[config.mk]
export PLATFORM = sky130hd
export DESIGN_NAME = double_ended_queue
export DESIGN_NICKNAME = d
export VERILOG_FILES = /design/src/hdl/deq_pkg.sv /design/src/hdl/deq_ram.sv /design/src/hdl/deq_ctrl.sv /design/src/hdl/double_ended_queue.sv
export SDC_FILE = /design/constraint.sdc
export NUM_CORES = 1
export LEC_CHECK = 0
export ABC_AREA = 1
export BUFFER_PORTS_ARGS = -buffer_cell sky130_fd_sc_hd__buf_2
export CORE_MARGIN = 2
export CORE_UTILIZATION = 35
export DETAILED_ROUTE_END_ITERATION = 16
export SYNTH_ARGS = -nofsm -noshare
export SYNTH_HDL_FRONTEND = slang
export SYNTH_SLANG_ARGS = --single-unit
[constraint.sdc]
create_clock -name clk -period 4.2 [get_ports clk]
set_input_delay 0.84 -clock clk [delete_from_list [all_inputs] [get_ports clk]]
set_output_delay 0.84 -clock clk [all_outputs]
set_load 0.005 [all_outputs]
[src/hdl/deq_pkg.sv]
`default_nettype none
package deq_pkg;

  // default number of entries in the ring
  localparam int DepthDefault = 16;

  // width of one stored value
  localparam int DataW = 32;

  // requested operation
  typedef enum logic [1:0] {
    OP_PUSH_FRONT = 2'd0,
    OP_PUSH_BACK  = 2'd1,
    OP_POP_FRONT  = 2'd2,
    OP_POP_BACK   = 2'd3
  } deq_op_t;

  // result status
  typedef enum logic [1:0] {
    ST_DONE  = 2'd0,
    ST_EMPTY = 2'd1,
    ST_FULL  = 2'd2
  } deq_status_t;

  // memory access request for one item
  typedef struct packed {
    logic wr_en;
    logic rd_en;
  } deq_mem_cmd_t;

  // per-item result info that travels beside the memory read
  typedef struct packed {
    logic        pop_ok;
    deq_status_t status;
  } deq_meta_t;

endpackage
`default_nettype wire

[src/hdl/deq_ram.sv]
`default_nettype none
module deq_ram #(
  parameter int DEPTH = deq_pkg::DepthDefault,
  parameter int IDX_W = $clog2(DEPTH)
) (
  input  wire logic                      clk,
  input  wire deq_pkg::deq_mem_cmd_t     cmd,
  input  wire logic [IDX_W-1:0]          addr,
  input  wire logic [deq_pkg::DataW-1:0] wr_data,
  output logic      [deq_pkg::DataW-1:0] rd_data
);
  import deq_pkg::*;

  logic [DataW-1:0] mem [DEPTH];

  // single port, write or registered read
  always_ff @(posedge clk) begin
    if (cmd.wr_en) begin
      mem[addr] <= wr_data;
    end
    if (cmd.rd_en) begin
      rd_data <= mem[addr];
    end
  end

endmodule
`default_nettype wire

[src/hdl/deq_ctrl.sv]
`default_nettype none
module deq_ctrl #(
  parameter int DEPTH = deq_pkg::DepthDefault,
  parameter int IDX_W = $clog2(DEPTH),
  parameter int CNT_W = $clog2(DEPTH + 1)
) (
  input  wire logic                  clk,
  input  wire logic                  rst,
  input  wire logic                  accept,
  input  wire deq_pkg::deq_op_t      operation,
  output deq_pkg::deq_mem_cmd_t      cmd,
  output logic [IDX_W-1:0]           addr,
  output deq_pkg::deq_meta_t         meta,
  output logic [CNT_W-1:0]           count_next
);
  import deq_pkg::*;

  localparam int SUM_W = CNT_W + 1;
  localparam logic [IDX_W-1:0] LAST_IDX   = IDX_W'(DEPTH - 1);
  localparam logic [CNT_W-1:0] FULL_COUNT = CNT_W'(DEPTH);
  localparam logic [SUM_W-1:0] WRAP       = SUM_W'(DEPTH);

  logic [IDX_W-1:0] front;
  logic [IDX_W-1:0] front_next;
  logic [CNT_W-1:0] count;
  logic [IDX_W-1:0] front_dec;
  logic [IDX_W-1:0] front_inc;
  logic [SUM_W-1:0] back_raw;
  logic [SUM_W-1:0] last_raw;
  logic [SUM_W-1:0] back_wrap;
  logic [SUM_W-1:0] last_wrap;
  logic             is_push;
  logic             full;
  logic             empty;

  // ring positions around the front index
  always_comb begin
    front_dec = (front == '0) ? LAST_IDX : front - 1'b1;
    front_inc = (front == LAST_IDX) ? '0 : front + 1'b1;
    back_raw  = SUM_W'(front) + SUM_W'(count);
    last_raw  = back_raw - 1'b1;
    back_wrap = (back_raw >= WRAP) ? back_raw - WRAP : back_raw;
    last_wrap = (last_raw >= WRAP) ? last_raw - WRAP : last_raw;
  end

  // operation decode, address and pointer updates
  always_comb begin
    is_push    = (operation == OP_PUSH_FRONT) || (operation == OP_PUSH_BACK);
    full       = (count == FULL_COUNT);
    empty      = (count == '0);
    cmd        = '0;
    addr       = front;
    front_next = front;
    count_next = count;
    meta       = '{pop_ok: 1'b0, status: ST_DONE};
    if (is_push && full) begin
      meta.status = ST_FULL;
    end else if (!is_push && empty) begin
      meta.status = ST_EMPTY;
    end else begin
      case (operation)
        OP_PUSH_FRONT: begin
          cmd.wr_en  = 1'b1;
          addr       = front_dec;
          front_next = front_dec;
          count_next = count + 1'b1;
        end
        OP_PUSH_BACK: begin
          cmd.wr_en  = 1'b1;
          addr       = back_wrap[IDX_W-1:0];
          count_next = count + 1'b1;
        end
        OP_POP_FRONT: begin
          cmd.rd_en   = 1'b1;
          meta.pop_ok = 1'b1;
          addr        = front;
          front_next  = front_inc;
          count_next  = count - 1'b1;
        end
        OP_POP_BACK: begin
          cmd.rd_en   = 1'b1;
          meta.pop_ok = 1'b1;
          addr        = last_wrap[IDX_W-1:0];
          count_next  = count - 1'b1;
        end
        default: begin
          cmd = '0;
        end
      endcase
    end
    if (!accept) begin
      cmd = '0;
    end
  end

  // front index and entry count
  always_ff @(posedge clk) begin
    if (rst) begin
      front <= '0;
      count <= '0;
    end else if (accept) begin
      front <= front_next;
      count <= count_next;
    end
  end

endmodule
`default_nettype wire

[src/hdl/double_ended_queue.sv]
`default_nettype none
// channel | direction | handshake              | payload
// in      | input     | in_valid / in_ready    | operation, push_value
// out     | output    | out_valid / out_ready  | pop_value, status, occupancy
//
// takes one item per cycle while in_ready is high; each result passes through
// the registered memory read and then the output register
// rst clears the queue to empty; stored entries keep stale data
// a stalled output backs up through the read stage to in_ready
module double_ended_queue #(
  parameter int DEPTH = deq_pkg::DepthDefault,
  parameter int IDX_W = $clog2(DEPTH),
  parameter int CNT_W = $clog2(DEPTH + 1)
) (
  input  wire logic                             clk,
  input  wire logic                             rst,
  input  wire logic                             in_valid,
  output logic                                  in_ready,
  input  wire logic [1:0]                       operation,
  input  wire logic signed [deq_pkg::DataW-1:0] push_value,
  output logic                                  out_valid,
  input  wire logic                             out_ready,
  output logic signed [deq_pkg::DataW-1:0]      pop_value,
  output logic [1:0]                            status,
  output logic [CNT_W-1:0]                      occupancy
);
  import deq_pkg::*;

  logic               accept;
  logic               out_free;
  deq_mem_cmd_t       cmd;
  logic [IDX_W-1:0]   addr;
  deq_meta_t          meta;
  logic [CNT_W-1:0]   count_next;
  logic [DataW-1:0]   rd_data;
  logic               s1_valid;
  deq_meta_t          s1_meta;
  logic [CNT_W-1:0]   s1_occ;

  // handshake chain through read stage and output register
  assign out_free = !out_valid || out_ready;
  assign in_ready = !s1_valid || out_free;
  assign accept   = in_valid && in_ready;

  deq_ctrl #(
    .DEPTH (DEPTH),
    .IDX_W (IDX_W),
    .CNT_W (CNT_W)
  ) u_ctrl (
    .clk        (clk),
    .rst        (rst),
    .accept     (accept),
    .operation  (deq_op_t'(operation)),
    .cmd        (cmd),
    .addr       (addr),
    .meta       (meta),
    .count_next (count_next)
  );

  deq_ram #(
    .DEPTH (DEPTH),
    .IDX_W (IDX_W)
  ) u_ram (
    .clk     (clk),
    .cmd     (cmd),
    .addr    (addr),
    .wr_data (push_value),
    .rd_data (rd_data)
  );

  // read stage control
  always_ff @(posedge clk) begin
    if (rst) begin
      s1_valid <= 1'b0;
    end else if (in_ready) begin
      s1_valid <= accept;
    end
  end

  // read stage payload
  always_ff @(posedge clk) begin
    if (accept) begin
      s1_meta <= meta;
      s1_occ  <= count_next;
    end
  end

  // output register control
  always_ff @(posedge clk) begin
    if (rst) begin
      out_valid <= 1'b0;
    end else if (out_free) begin
      out_valid <= s1_valid;
    end
  end

  // output register payload
  always_ff @(posedge clk) begin
    if (out_free && s1_valid) begin
      pop_value <= s1_meta.pop_ok ? rd_data : '0;
      status    <= s1_meta.status;
      occupancy <= s1_occ;
    end
  end

`ifndef SYNTHESIS
  a_occ_bound: assert property (@(posedge clk) disable iff (rst)
    out_valid |-> occupancy <= CNT_W'(DEPTH))
    else $error("occupancy above depth");

  a_empty_result: assert property (@(posedge clk) disable iff (rst)
    out_valid && status == ST_EMPTY |-> occupancy == '0 && pop_value == '0)
    else $error("empty pop result malformed");

  a_full_result: assert property (@(posedge clk) disable iff (rst)
    out_valid && status == ST_FULL |-> occupancy == CNT_W'(DEPTH))
    else $error("dropped push while not full");

  a_accept_stage: assert property (@(posedge clk) disable iff (rst)
    accept |=> s1_valid)
    else $error("accepted item missing from read stage");

  a_single_access: assert property (@(posedge clk) disable iff (rst)
    !(cmd.wr_en && cmd.rd_en))
    else $error("read and write in one cycle");
`endif

endmodule
`default_nettype wire

-- After elaboration in Yosys (flattened, before gate mapping)
Memories as Yosys holds them, arrays and structs flattened. A register that Yosys moved wholly into a read port is not among the register bits.
Index checks and enable logic that the tools add are counted.
- eq/ne operators: 5
- multiplexer cells: 19
- $lt $le $gt $ge: 2
- $add $sub $neg: 8
- reduce and logical (&&, ||, !) cells: 18
- bitwise gates (word level): 2
- operators with widths (kind ; count):
    2-to-1 mux 4 bit ; 6
    case mux 4 bit (4 select lines) ; 1
    greater-or-equal comparator 6 x 5 -> 1 bit (second input constant) ; 2
    subtractor 4 x 1 -> 4 bit (second input constant) ; 3
    2-to-1 mux 5 bit ; 2
    case mux 5 bit (2 select lines) ; 1
    case mux 4 bit (2 select lines) ; 1
    adder 4 x 5 -> 6 bit ; 1
    2-to-1 mux 2 bit ; 3
    OR reduction 2 bit ; 3
    subtractor 6 x 1 -> 6 bit (second input constant) ; 1
    adder 5 x 1 -> 5 bit (second input constant) ; 1
    == test 5 bit (second input constant) ; 1
    zero test 5 bit ; 1
    2-to-1 mux 1 bit ; 5
    subtractor 5 x 1 -> 5 bit (second input constant) ; 1
    adder 4 x 1 -> 4 bit (second input constant) ; 1
    == test 2 bit (second input constant) ; 2
    == test 4 bit (second input constant) ; 1
    logical AND 1 bit ; 4
    zero test 4 bit ; 1
    AND reduction 4 bit ; 1
    zero test 1 bit ; 3
    logical OR 1 bit ; 3
    other kinds (4) ; 5
- bits of input ports: 38
- output and inout port bits: 41
- memories kept: 1
- register bits: 58
- word-level logic and storage cells: 65
- bits in writable memories: 512
- memory list (memory ; depth ; bits a word ; rd ports ; clocked after Yosys merged registers in ; wr ports ; RTL line ; source):
    u_ram.mem ; 16 ; 32 ; 1 ; 1 ; 1 ; deq_ram.sv:14 ; logic [DataW-1:0] mem [DEPTH];

-- Longest topological paths before layout
Gate-level depths: netlist (run 1).
- depth after elaboration: 9
- gate-level depth with buffers: 19
- gate-level depth less buffers: 16

-- By module
From an unflattened synthesis (run 1), not the netlist that was laid out.
- cells, all modules: 2419
- area, all modules: 25460.7 µm²
- modules (own cells, without submodules) (module ; area an instance (µm²) ; times used ; seq. area each (µm²) ; cells an instance):
    deq_ram ; 22534.1 ; 1 ; 16335.7 ; 2113
    double_ended_queue ; 1767.9 ; 1 ; 1451.4 ; 126
    deq_ctrl ; 1158.6 ; 1 ; 180.2 ; 180

-- Least setup slack after synthesis (run 1)
No wires, ideal clock.
- path kind: reg-to-reg
- from: reg u_ctrl.count[0]
- to: mem u_ram.mem[1][0] (enable)
- buffers on the path: 2
- data required time: 3.779 ns
- period minus slack after synthesis: 4.110 ns
- library setup time: 0.421 ns
- slack: 0.090 ns
- cell stages (with the launch flop): 15
- data arrival time: 3.689 ns
- cell sequence: dfxtp_1 > ha_1 > fa_1 > inv_1 > ha_1 > inv_1 > nand2_1 > nand3_1 > o21ai_2 > o21ai_2 > inv_2 > buf_4 > buf_2 > nand4_1 > nor2_1
- cells in the longest elaborated chain, start to end: 7
- elaborated cells on any way between the ends: 20
- classes of those cells: 4 x add/sub; 2 x order compare; 1 x eq/ne; 10 x mux; 3 x reduce/logical
- RTL lines (item ; RTL line ; source):
    start: declaration ; deq_ctrl.sv:25 ; logic [CNT_W-1:0] count;
    start signal: assignment ; deq_ctrl.sv:103 ; count <= count_next;
    adder 4 x 5 -> 6 bit or zero test 5 bit (tied branches) ; deq_ctrl.sv:40, deq_ctrl.sv:50 ;
    subtractor 6 x 1 -> 6 bit or logical AND 1 bit (tied branches) ; deq_ctrl.sv:41, deq_ctrl.sv:58 ;
    greater-or-equal comparator 6 x 5 -> 1 bit (tied with other cells) ; deq_ctrl.sv:43 ; last_wrap = (last_raw >= WRAP) ? last_raw - WRAP : last_raw;
    2-to-1 mux 4 bit or 2-to-1 mux 2 bit (tied branches) ; deq_ctrl.sv:43, deq_ctrl.sv:56 ;
    case mux 4 bit (4 select lines) or 2-to-1 mux 2 bit (tied branches) ; deq_ctrl.sv:61, deq_ctrl.sv:91 ;
    2-to-1 mux 4 bit or 2-to-1 mux 1 bit (tied branches) ; deq_ctrl.sv:58, deq_ram.sv:18 ;
    2-to-1 mux 4 bit or 2-to-1 mux 1 bit (tied branches) ; deq_ctrl.sv:56, deq_ram.sv:19 ;
    end: declaration ; deq_ram.sv:14 ;
Parallel ways exist; a longest one is shown, timed or not.

-- Worst setup path after layout (run 1)
- from: reg u_ctrl.count[0]
- to: reg u_ram.rd_data[2] (netlist bit), read port of u_ram.mem, data pin
- cells in the longest elaborated chain, start to end: 7
- elaborated cells on any way between the ends: 18
- classes of those cells: 4 x add/sub; 2 x order compare; 1 x eq/ne; 8 x mux; 3 x reduce/logical
- RTL lines (item ; RTL line ; source):
    adder 4 x 5 -> 6 bit ; deq_ctrl.sv:40 ; back_raw = SUM_W'(front) + SUM_W'(count);
    subtractor 6 x 1 -> 6 bit ; deq_ctrl.sv:41 ; last_raw = back_raw - 1'b1;
    greater-or-equal comparator 6 x 5 -> 1 bit or subtractor 4 x 1 -> 4 bit (tied branches) ; deq_ctrl.sv:43 ;
    2-to-1 mux 4 bit ; deq_ctrl.sv:43 ;
    case mux 4 bit (4 select lines) ; deq_ctrl.sv:61 ; case (operation)
    2-to-1 mux 4 bit ; deq_ctrl.sv:58 ; end else if (!is_push && empty) begin
    2-to-1 mux 4 bit ; deq_ctrl.sv:56 ; if (is_push && full) begin
    end: declaration ; deq_ram.sv:10 ; output logic [deq_pkg::DataW-1:0] rd_data
Parallel ways exist; a longest one is shown, timed or not.
A chain may end at the register's enable or synchronous reset.

==> impl_metrics.toml, run 1 <==
[routing]
post_drt_wl_per_cell_um = 18.7
drt_iter0_drc = 1599
final_antenna_net_count = 0
finalWirelength_mm = 65.5
vias = 17300
drt-pass1-iter-count = 6
viasPerCell = 4.95
remaining_drc_errors = 0

[die]
initial_core_util_pct = 35.3
std_cell_rows = 99
die_w_um = 275
core_mm2 = 0.0728
io-pin-count = 79
die-area_mm2 = 0.0757
chipHeight_um = 275

[power_and_ir_drop]
powerDensity_mw_per_mm2 = 530
vdd_drop_max_v = 0.000309
leakagePower_nw = 12.1

[status]
status = "completed"

[timing]
max_freq_mhz = 291
finClkSkew_ns = 0.0325
tightest_slew_ns = 1.30
setup_ws_ns = 0.769
final_max_slew_viol_count = 0
layout_min_cycle_time_ns = 3.43
whs_ns = 0.418
worst_slew_margin_rel_pct = 13.2
fin_tns_setup_ns = 0
rsz0062_at_grt = "false"
finalSetupViolations = 0
finalCritPeriodShare_pct = 81.7
hold_viol = 0

[synth]
post_synth.cell_area_avg_um2 = 10.6
synth_edf_count = 591
synth.most_common_cell = "nand2_1"
ys_seq_elements = 602
synth_nets = 2486
ys_types = 31
synth.area.top_cells = "edfxtp_1 (69%), nand2_1 (18%), nand3_1 (5.3%)"
yosysSeqAreaShare_pct = 69.8
synth_top_area_cell = "edfxtp_1"
synthesis.area_mm2 = 0.0257
synthTopCellsByCount = "nand2_1 (1261), edfxtp_1 (591), nand3_1 (275), buf_2 (85), inv_1 (59)"
synth_top_area_share_pct = 69.0
synthArstFlopShare_pct = 0
yosysWarnings = 0
ys.flop_type = "edfxtp_1"
syn_inst = 2436

[setup_path]
critPathMaxFanout = 83
cp-end-kind = "register"
r2r_setup_slack_ns = 0.77
worstPathRequired_ns = 4.68
cpMaxStageDelayCell = "buf_4"
crit_type = "reg2reg"
slowest_delay_ns = 0.84
cp_top_family = "adder cells"
crit_arrival_ns = 3.91
cp_common_cell = "nand2_1"
crit_chain = "ha_1 -> fa_1 -> inv_1 -> ha_1 -> inv_1 -> nand2_1 -> nand3_1 -> o21ai_2 -> o21ai_4 -> buf_4 -> nand2_1 -> nand2_1 -> nand2_1 -> nand2_1 -> nand2_1 -> nand2_1"
path_buf_inv = 3
start_kind = "register"

[clock_network]
root_buffer = "clkbuf_16"
cts_buffer_depth = 3
clk_latency_ns = 0.64
clk_pin_slew_worst_paths_ns = 0.06
cts_resized = 0
post_cts_buffers = 0
cts_tree = "built"
cts_hold_repair.buffers = 0
clock_sinks = 602
cts.htree.levels = 2
numCtsBuffers = 59

[run]
drv_cap = 0

[finish]
fin_nets = 2539
antennaDiodeCount = 0
drive_gt1_share_pct = 9.96
area_growth_syn_to_layout_pct = 14.7

[global_route]
grt_pass1_vias = 17200
antenna_found_initial = 5
track_usage_pct = 17.4
grt_pass1_wl_mm = 101
grt-ovfl-total = 0
grt_max_degree = 142

[placed_design]
dp_hpwl_mm = 35.1
numPortBuffers = 78
gp_congestion = 0.815
place_ws_ns = 0.661

[worst_hold_path]
hold_class = "reg2reg"
==> logic make-up (layout without fill, tap and decap cells) <==
kind of cell | after synthesis | count (layout) | share of synthesized area, %
and+or+nand+nor | 1582 | 1582 | 24.6
DFF | 602 | 602 | 69.8
buffers and inverters | 201 | 304 | 3.91
AOI/OAI and AO/OA | 30 | 30 | 0.676
adders and majority gates | 12 | 12 | 0.642
xor gates and xnor gates | 9 | 9 | 0.306
==> sequential cells by signal, indices dropped and copies added, names as in the netlist <==
signal and flops:
status 2, occupancy 5, u_ram.mem 512, s1_meta 3, s1_valid 1, s1_occ 5
u_ctrl.front 4, pop_value 32, u_ram.rd_data 32, out_valid 1, u_ctrl.count 5
==> worst reg2reg max path, stage by stage (launching register included) <==
cell     delay (ns)
dfxtp_1        0.38
ha_1           0.25
fa_1           0.52
inv_1          0.07
ha_1           0.29
inv_1          0.05
nand2_1        0.05
nand3_1        0.09
o21ai_2        0.08
o21ai_4        0.12
buf_4          0.84
nand2_1        0.16
nand2_1        0.11
nand2_1        0.06
nand2_1        0.09
nand2_1        0.05
nand2_1        0.09
==> cells in the final DEF (no fill, tap or decap), types with 15 or more instances in the layout <==
cell type  synthesis  layout
edfxtp_1         591     591
nand3_1          275     275
clkbuf_16          0      60
buf_4             26      39
nand2_1         1261    1260
nor2_4             0      17
inv_1             59      58
buf_2             85      78
clkbuf_1          20      17
bufinv_16          0      15
==> power by group <==
part,leakage [nW],switching (mW),internal (mW)
Sequential,5.46,0.0728,6.85
Clock,1.04,2.28,3.60
Combinational,5.64,2.05,0.793
==> per-stage QoR <==
stage	std cells	area, um^2	util [%]	power, mW
3_5_place_dp	3387	27300	37.5	9.89
4_1_cts	3498	29500	40.5	15.8
2_1_floorplan	2436	25700	-	9.07
6_report	3498	29500	40.5	15.6
3_3_place_gp	3387	27300	37.5	9.87
5_1_grt	3498	29500	40.5	16.4
==> layout make-up <==
cell class	instances	area (um^2)
fillers	6873	43300
repair buffers	131	963
clock buffers	79	1590
well taps	959	1200
clock inverters	32	592
inverters	62	235
flip-flops and latches	602	18000
multi-input cells	1633	6950
==> layer usage <==
metal	vias to the layer above	part of all wire, %	track usage (%)
li1	8227	-	-
met1	8382	43	22.8
met2	596	48	29.2
met3	115	7.2	3.47
met4	6	2.3	4.99
met5	-	0.063	0
==> final timing paths <==
| kind | startpoint | end | cells past startpoint |
|---|---|---|---|
| max | u_ctrl.count[0] | u_ram.rd_data[2] | 16 |
| min | s1_occ[3] | occupancy[3] | 0 |
| max reg2reg | u_ctrl.count[0] | u_ram.rd_data[2] | 16 |
| min reg2reg | s1_occ[3] | occupancy[3] | 0 |
Power figures use the tool's default switching activity.
==> run 2: changes to the inputs <==
Clock period 4.2 ns to 3.52 ns, I/O delays scaled along.
==> impl_metrics.toml, run 2 (same netlist as run 1, synthesis figures left out) <==
[status]
status = "completed"

[setup_path]
timing.rr.end = "u_ram.mem[2][16]"
critPathMaxFanout = 17
worst_r2r_path_depth = 12
crit_end = "u_ram.mem[2][16]"
start_kind = "register"
worstPathRequired_ns = 3.84
r2r_setup_slack_ns = 0.24
crit_arrival_ns = 3.60
crit_type = "reg2reg"
r2r_start = "u_ctrl.count[0]"
timing.critical_path.from = "u_ctrl.count[0]"
cp-end-kind = "register"
cpMaxStageDelayCell = "fa_1"
slowest_delay_ns = 0.53
crit_chain = "ha_1 -> fa_1 -> inv_1 -> ha_1 -> inv_1 -> nand2_1 -> nand3_1 -> o21ai_2 -> o21ai_4 -> nand3_1 -> nor2_4 -> buf_12"

[finish]
largestRegisters = "u_ram.mem x512, pop_value x32, u_ram.rd_data x32"
drive_gt1_share_pct = 10.1
mostFrequentLayoutCell = "nand2_1"
layoutNonFillerInstCount = 3510
largest_register = "u_ram.mem"
largest_reg_flops = 512
fillers = 6912
final_cell_mix = "nand2_1 (1260), edfxtp_1 (591), nand3_1 (274)"
fin_nets = 2548
area_growth_syn_to_layout_pct = 14.3

[routing]
drt_iter0_drc = 1691
vias = 17200
viasPerCell = 4.91
route.met2.wl_mm = 30.7
final_antenna_net_count = 0
top_layer_used = "met5"
wl_met3_mm = 4.41
post_drt_wl_per_cell_um = 18.3
remaining_drc_errors = 0
wl_met1_mm = 27.5
finalWirelength_mm = 64.2
drt-pass1-iter-count = 6

[die]
io-pin-count = 79
die-area_mm2 = 0.0757
chipHeight_um = 275
initial_core_util_pct = 35.3
core_mm2 = 0.0728
std_cell_rows = 99
die_w_um = 275

[timing]
finalSetupViolations = 0
rsz0062_at_grt = "false"
final_max_slew_viol_count = 0
worst_slew_margin_rel_pct = 55.7
finalCritPeriodShare_pct = 93.2
fin_tns_setup_ns = 0
tightest_slew_ns = 0.665
hold_viol = 0
finClkSkew_ns = 0.0325
layout_min_cycle_time_ns = 3.28
max_freq_mhz = 305

[global_route]
antenna_found_initial = 6
grt_pass1_wl_mm = 99.0
track_usage_pct = 16.9
grt_pass1_vias = 16800
grt_max_degree = 125
grt-ovfl-total = 0

[clock_network]
cts.htree.levels = 2
cts_tree = "built"
clock_sinks = 602
cts_hold_repair.buffers = 0
cts_buffer_depth = 3
clk_pin_slew_worst_paths_ns = 0.06
clk_latency_ns = 0.65
root_buffer = "clkbuf_16"
numCtsBuffers = 60

[placed_design]
numPortBuffers = 78
dp_cells = 3394
dp_hpwl_mm = 36.3
gp_congestion = 0.815

[worst_hold_path]
hold_class = "in2reg"

[power_and_ir_drop]
p_sw_mw = 5.23
vdd_drop_max_v = 0.000357
powerDensity_mw_per_mm2 = 611
internal_power_mw = 12.7
seq_power_share_pct = 45.9
leakagePower_nw = 12.1
clkPwrFrac_pct = 34.8
combPwrFrac_pct = 19.3
swShare_pct = 29.1

[run]
drv_cap = 0
## run 2: changes by cell type in the layout (fill, tap and decap cells not counted), sizes merged
| cell | change |
|---|---|
| clkinv | +13 |
| buf | +8 |
| diode | +4 |
| clkbuf | -2 |
| clkinvlp | -2 |
| bufinv | -9 |
## run 2: stage by stage
stage | util [%] | hold slack, ns | worst slack [ns] | area (um^2) | power, mW
after floorplan | - | 0.400 | -0.153 | 25800 | 10.8
after global placement | 37.7 | 0.403 | 0.183 | 27500 | 11.8
after detailed placement | 37.7 | 0.407 | 0.162 | 27500 | 11.8
after CTS | 40.3 | 0.330 | 0.136 | 29400 | 18.1
after global routing | 40.4 | 0.350 | 0.0142 | 29400 | 18.8
final | 40.4 | 0.364 | 0.239 | 29400 | 18.0
## run 2: worst max-delay path, delay by kind of cell (launching register included)
kind / cells / cell delay, ns
AOI/OAI and AO/OA: 2 / 0.22
buffers and inverters: 3 / 0.35
adders and majority gates: 3 / 1.07
DFF: 1 / 0.38
and+or+nand+nor: 4 / 0.95
## run 2: worst min path at each step
stage          startpoint              end  slack [ns]  depth (start not counted)
2_1_floorplan   s1_occ[0]     occupancy[0]        0.40                          0
3_3_place_gp    s1_occ[4]     occupancy[4]        0.40                          0
3_5_place_dp    s1_occ[1]     occupancy[1]        0.41                          0
4_1_cts               rst  u_ctrl.count[0]        0.33                          2
5_1_grt               rst  u_ctrl.count[0]        0.35                          2
6_report              rst  u_ctrl.count[0]        0.36                          2
## run 2: power groups by stage
| stage | Combinational [mW] | Sequential [mW] | Clock (mW) |
|---|---|---|---|
| after floorplan | 2.44 | 8.39 | 0 |
| after global placement | 3.40 | 8.39 | 0 |
| after detailed placement | 3.44 | 8.40 | 0 |
| after CTS | 3.46 | 8.25 | 6.38 |
| after global routing | 3.92 | 8.26 | 6.64 |
| final | 3.46 | 8.25 | 6.25 |
## run 2: per-layer routing
metal,track usage [%],vias to the layer above
met5,0,-
met4,5.11,4
met3,2.97,108
met2,28.0,552
met1,22.7,8332
li1,-,8251
## run 2: timing repair
item / 4_1_cts / 5_1_grt
endpoints found under the setup margin: 0 / 62
gates resized for setup: 0 / 3
hold endpoints to repair: 0 / 0
setup buffers: 0 / 1
## run 2: final cells by class
| type | count | area (um^2) | area share (%) |
|---|---|---|---|
| Clock buffer | 77 | 1570 | 5.32 |
| Sequential cell | 602 | 18000 | 61.1 |
| Tap cell | 959 | 1200 | 4.08 |
| Clock inverter | 34 | 348 | 1.18 |
| Multi-Input combinational cell | 1633 | 6950 | 23.6 |
| Inverter | 62 | 235 | 0.800 |
| Timing Repair Buffer | 139 | 1130 | 3.85 |
| Antenna cell | 4 | 10.0 | 0.0340 |
==> run 3: changes to the inputs <==
Settings changed: CAP_MARGIN set to 20, CORE_UTILIZATION 35 to 45.
==> impl_metrics.toml, run 3 (same netlist as run 1, synthesis figures left out) <==
[clock_network]
cts.htree.levels = 3
root_buffer = "clkbuf_16"
clock_sinks = 602
clk_latency_ns = 0.59
cts_buffer_depth = 3
cts_tree = "built"
clk_pin_slew_worst_paths_ns = 0.06
numCtsBuffers = 66

[die]
die_w_um = 243
initial_core_util_pct = 45.5
io-pin-count = 79
core_mm2 = 0.0565
die-area_mm2 = 0.0591
chipHeight_um = 243
std_cell_rows = 87

[run]
drv_cap = 0

[power_and_ir_drop]
powerDensity_mw_per_mm2 = 625
leakagePower_nw = 12.3
vdd_drop_max_v = 0.000361

[setup_path]
crit_arrival_ns = 3.84
path_buf_inv = 5
crit_chain = "ha_1 -> fa_1 -> inv_1 -> ha_1 -> inv_1 -> nand2_1 -> nand3_1 -> o21ai_2 -> o21ai_4 -> inv_4 -> buf_4 -> buf_12 -> nand2_1 -> nand2_1 -> nand2_1 -> nand2_1 -> nand2_1 -> nand2_1"
crit_type = "reg2reg"
critPathMaxFanout = 128
slowest_delay_ns = 0.53
r2r_start = "u_ctrl.count[0]"
cp-end-kind = "register"
cp_top_family = "adder cells"
cp_common_cell = "nand2_1"
timing.critical_path.from = "u_ctrl.count[0]"
start_kind = "register"
cpMaxStageDelayCell = "fa_1"
worstPathRequired_ns = 3.98

[timing]
layout_min_cycle_time_ns = 3.38
final_max_slew_viol_count = 0
hold_viol = 0
worst_slew_margin_rel_pct = 45.7
finClkSkew_ns = 0.0139
rsz0062_at_grt = "false"
max_freq_mhz = 296
finalCritPeriodShare_pct = 96.1
finalSetupViolations = 0
tightest_slew_ns = 0.813

[finish]
largest_register = "u_ram.mem"
area_growth_syn_to_layout_pct = 15.0
fin_nets = 2575
largestRegisters = "u_ram.mem x512, pop_value x32, u_ram.rd_data x32"
mostFrequentLayoutCell = "nand2_1"
largest_reg_flops = 512
fin_util_pct = 52.4
stdcell_area_mm2 = 0.0296
drive_gt1_share_pct = 11.0
final_cell_mix = "nand2_1 (1260), edfxtp_1 (591), nand3_1 (275)"

[routing]
post_drt_wl_per_cell_um = 19.9
remaining_drc_errors = 0
finalWirelength_mm = 66.3
drt-pass1-iter-count = 6
final_antenna_net_count = 0
vias = 17700
viasPerCell = 5.31
drt_iter0_drc = 1646

[placed_design]
numPortBuffers = 78
dp_hpwl_mm = 35.1
placedInstanceArea_mm2 = 0.0275
gp_congestion = 0.834

[global_route]
grt_max_degree = 129
grt_pass1_vias = 17100
track_usage_pct = 22.6
antenna_found_initial = 1
grt_pass1_wl_mm = 102
grt-ovfl-total = 0

[status]
status = "completed"

[worst_hold_path]
hold_path_startpoint = "rst"
hold_class = "in2reg"
==> run 3: cell types whose count changed in the layout (fill, tap and decap cells not counted), moves of 2 or more <==
cell / previous run / this run
inv_6: 1 / 3
clkbuf_1: 17 / 11
buf_12: 22 / 32
clkbuf_16: 60 / 69
buf_4: 37 / 48
clkinv_4: 2 / 0
clkinv_1: 12 / 17
diode_2: 4 / 1
==> run 3: worst register-to-register path, delay by kind of cell (launching register included) <==
family	cells	cell delay (ns)
flops	1	0.33
buf+inv	5	0.79
fa+ha+maj	3	1.03
simple gates	8	0.83
compound gates	2	0.25
==> run 3: layout make-up <==
cell class              count  area, um^2
clock buffers              81        1780
diodes                      1        2.50
fillers                  4947       26900
well taps                 756         946
inverters                  62         235
clock inverters            34         288
multi-input cells        1634        6960
flip-flops and latches    602       18000
repair buffers            159        1400
==> run 3: metal layers <==
| layer | global-route usage [%] | part of all wire (%) |
|---|---|---|
| met3 | 3.16 | 6.5 |
| met2 | 37.4 | 47 |
| met1 | 31.0 | 44 |
| met5 | 0 | 0 |
| met4 | 7.06 | 2.2 |
==> run 3: what timing repair did <==
action,4_1_cts,5_1_grt
resized for setup,0,1
hold buffers,0,0
setup endpoints to repair,0,179
buffers inserted,0,0
endpoints found under the hold margin,0,0
==> run 3: power breakdown <==
group	leakage (nW)	switching (mW)	internal (mW)
Sequential	5.46	0.0640	8.18
Combinational	5.83	2.52	1.01
Clock	1.01	2.74	3.95
Total	12.3	5.33	13.1
==> run 3: final timing paths <==
path / endpoint / slack (ns) / depth (start not counted)
min reg2reg: occupancy[4] / 0.42 / 0
max: u_ram.rd_data[5] / 0.14 / 18
max reg2reg: u_ram.rd_data[5] / 0.14 / 18
min: s1_valid / 0.41 / 2
==> run 3: through the flow <==
stage	setup slack, ns	setup TNS (ns)	hold WS, ns	std cells	power [mW]
2_1_floorplan	-0.153	-56.97	0.400	2436	10.8
6_report	0.139	0	0.414	3329	18.5
5_1_grt	0.00847	0	0.408	3329	19.3
4_1_cts	0.0103	0	0.375	3327	18.6
3_5_place_dp	0.0462	0	0.406	3212	11.9
3_3_place_gp	0.0414	0	0.410	3212	11.9
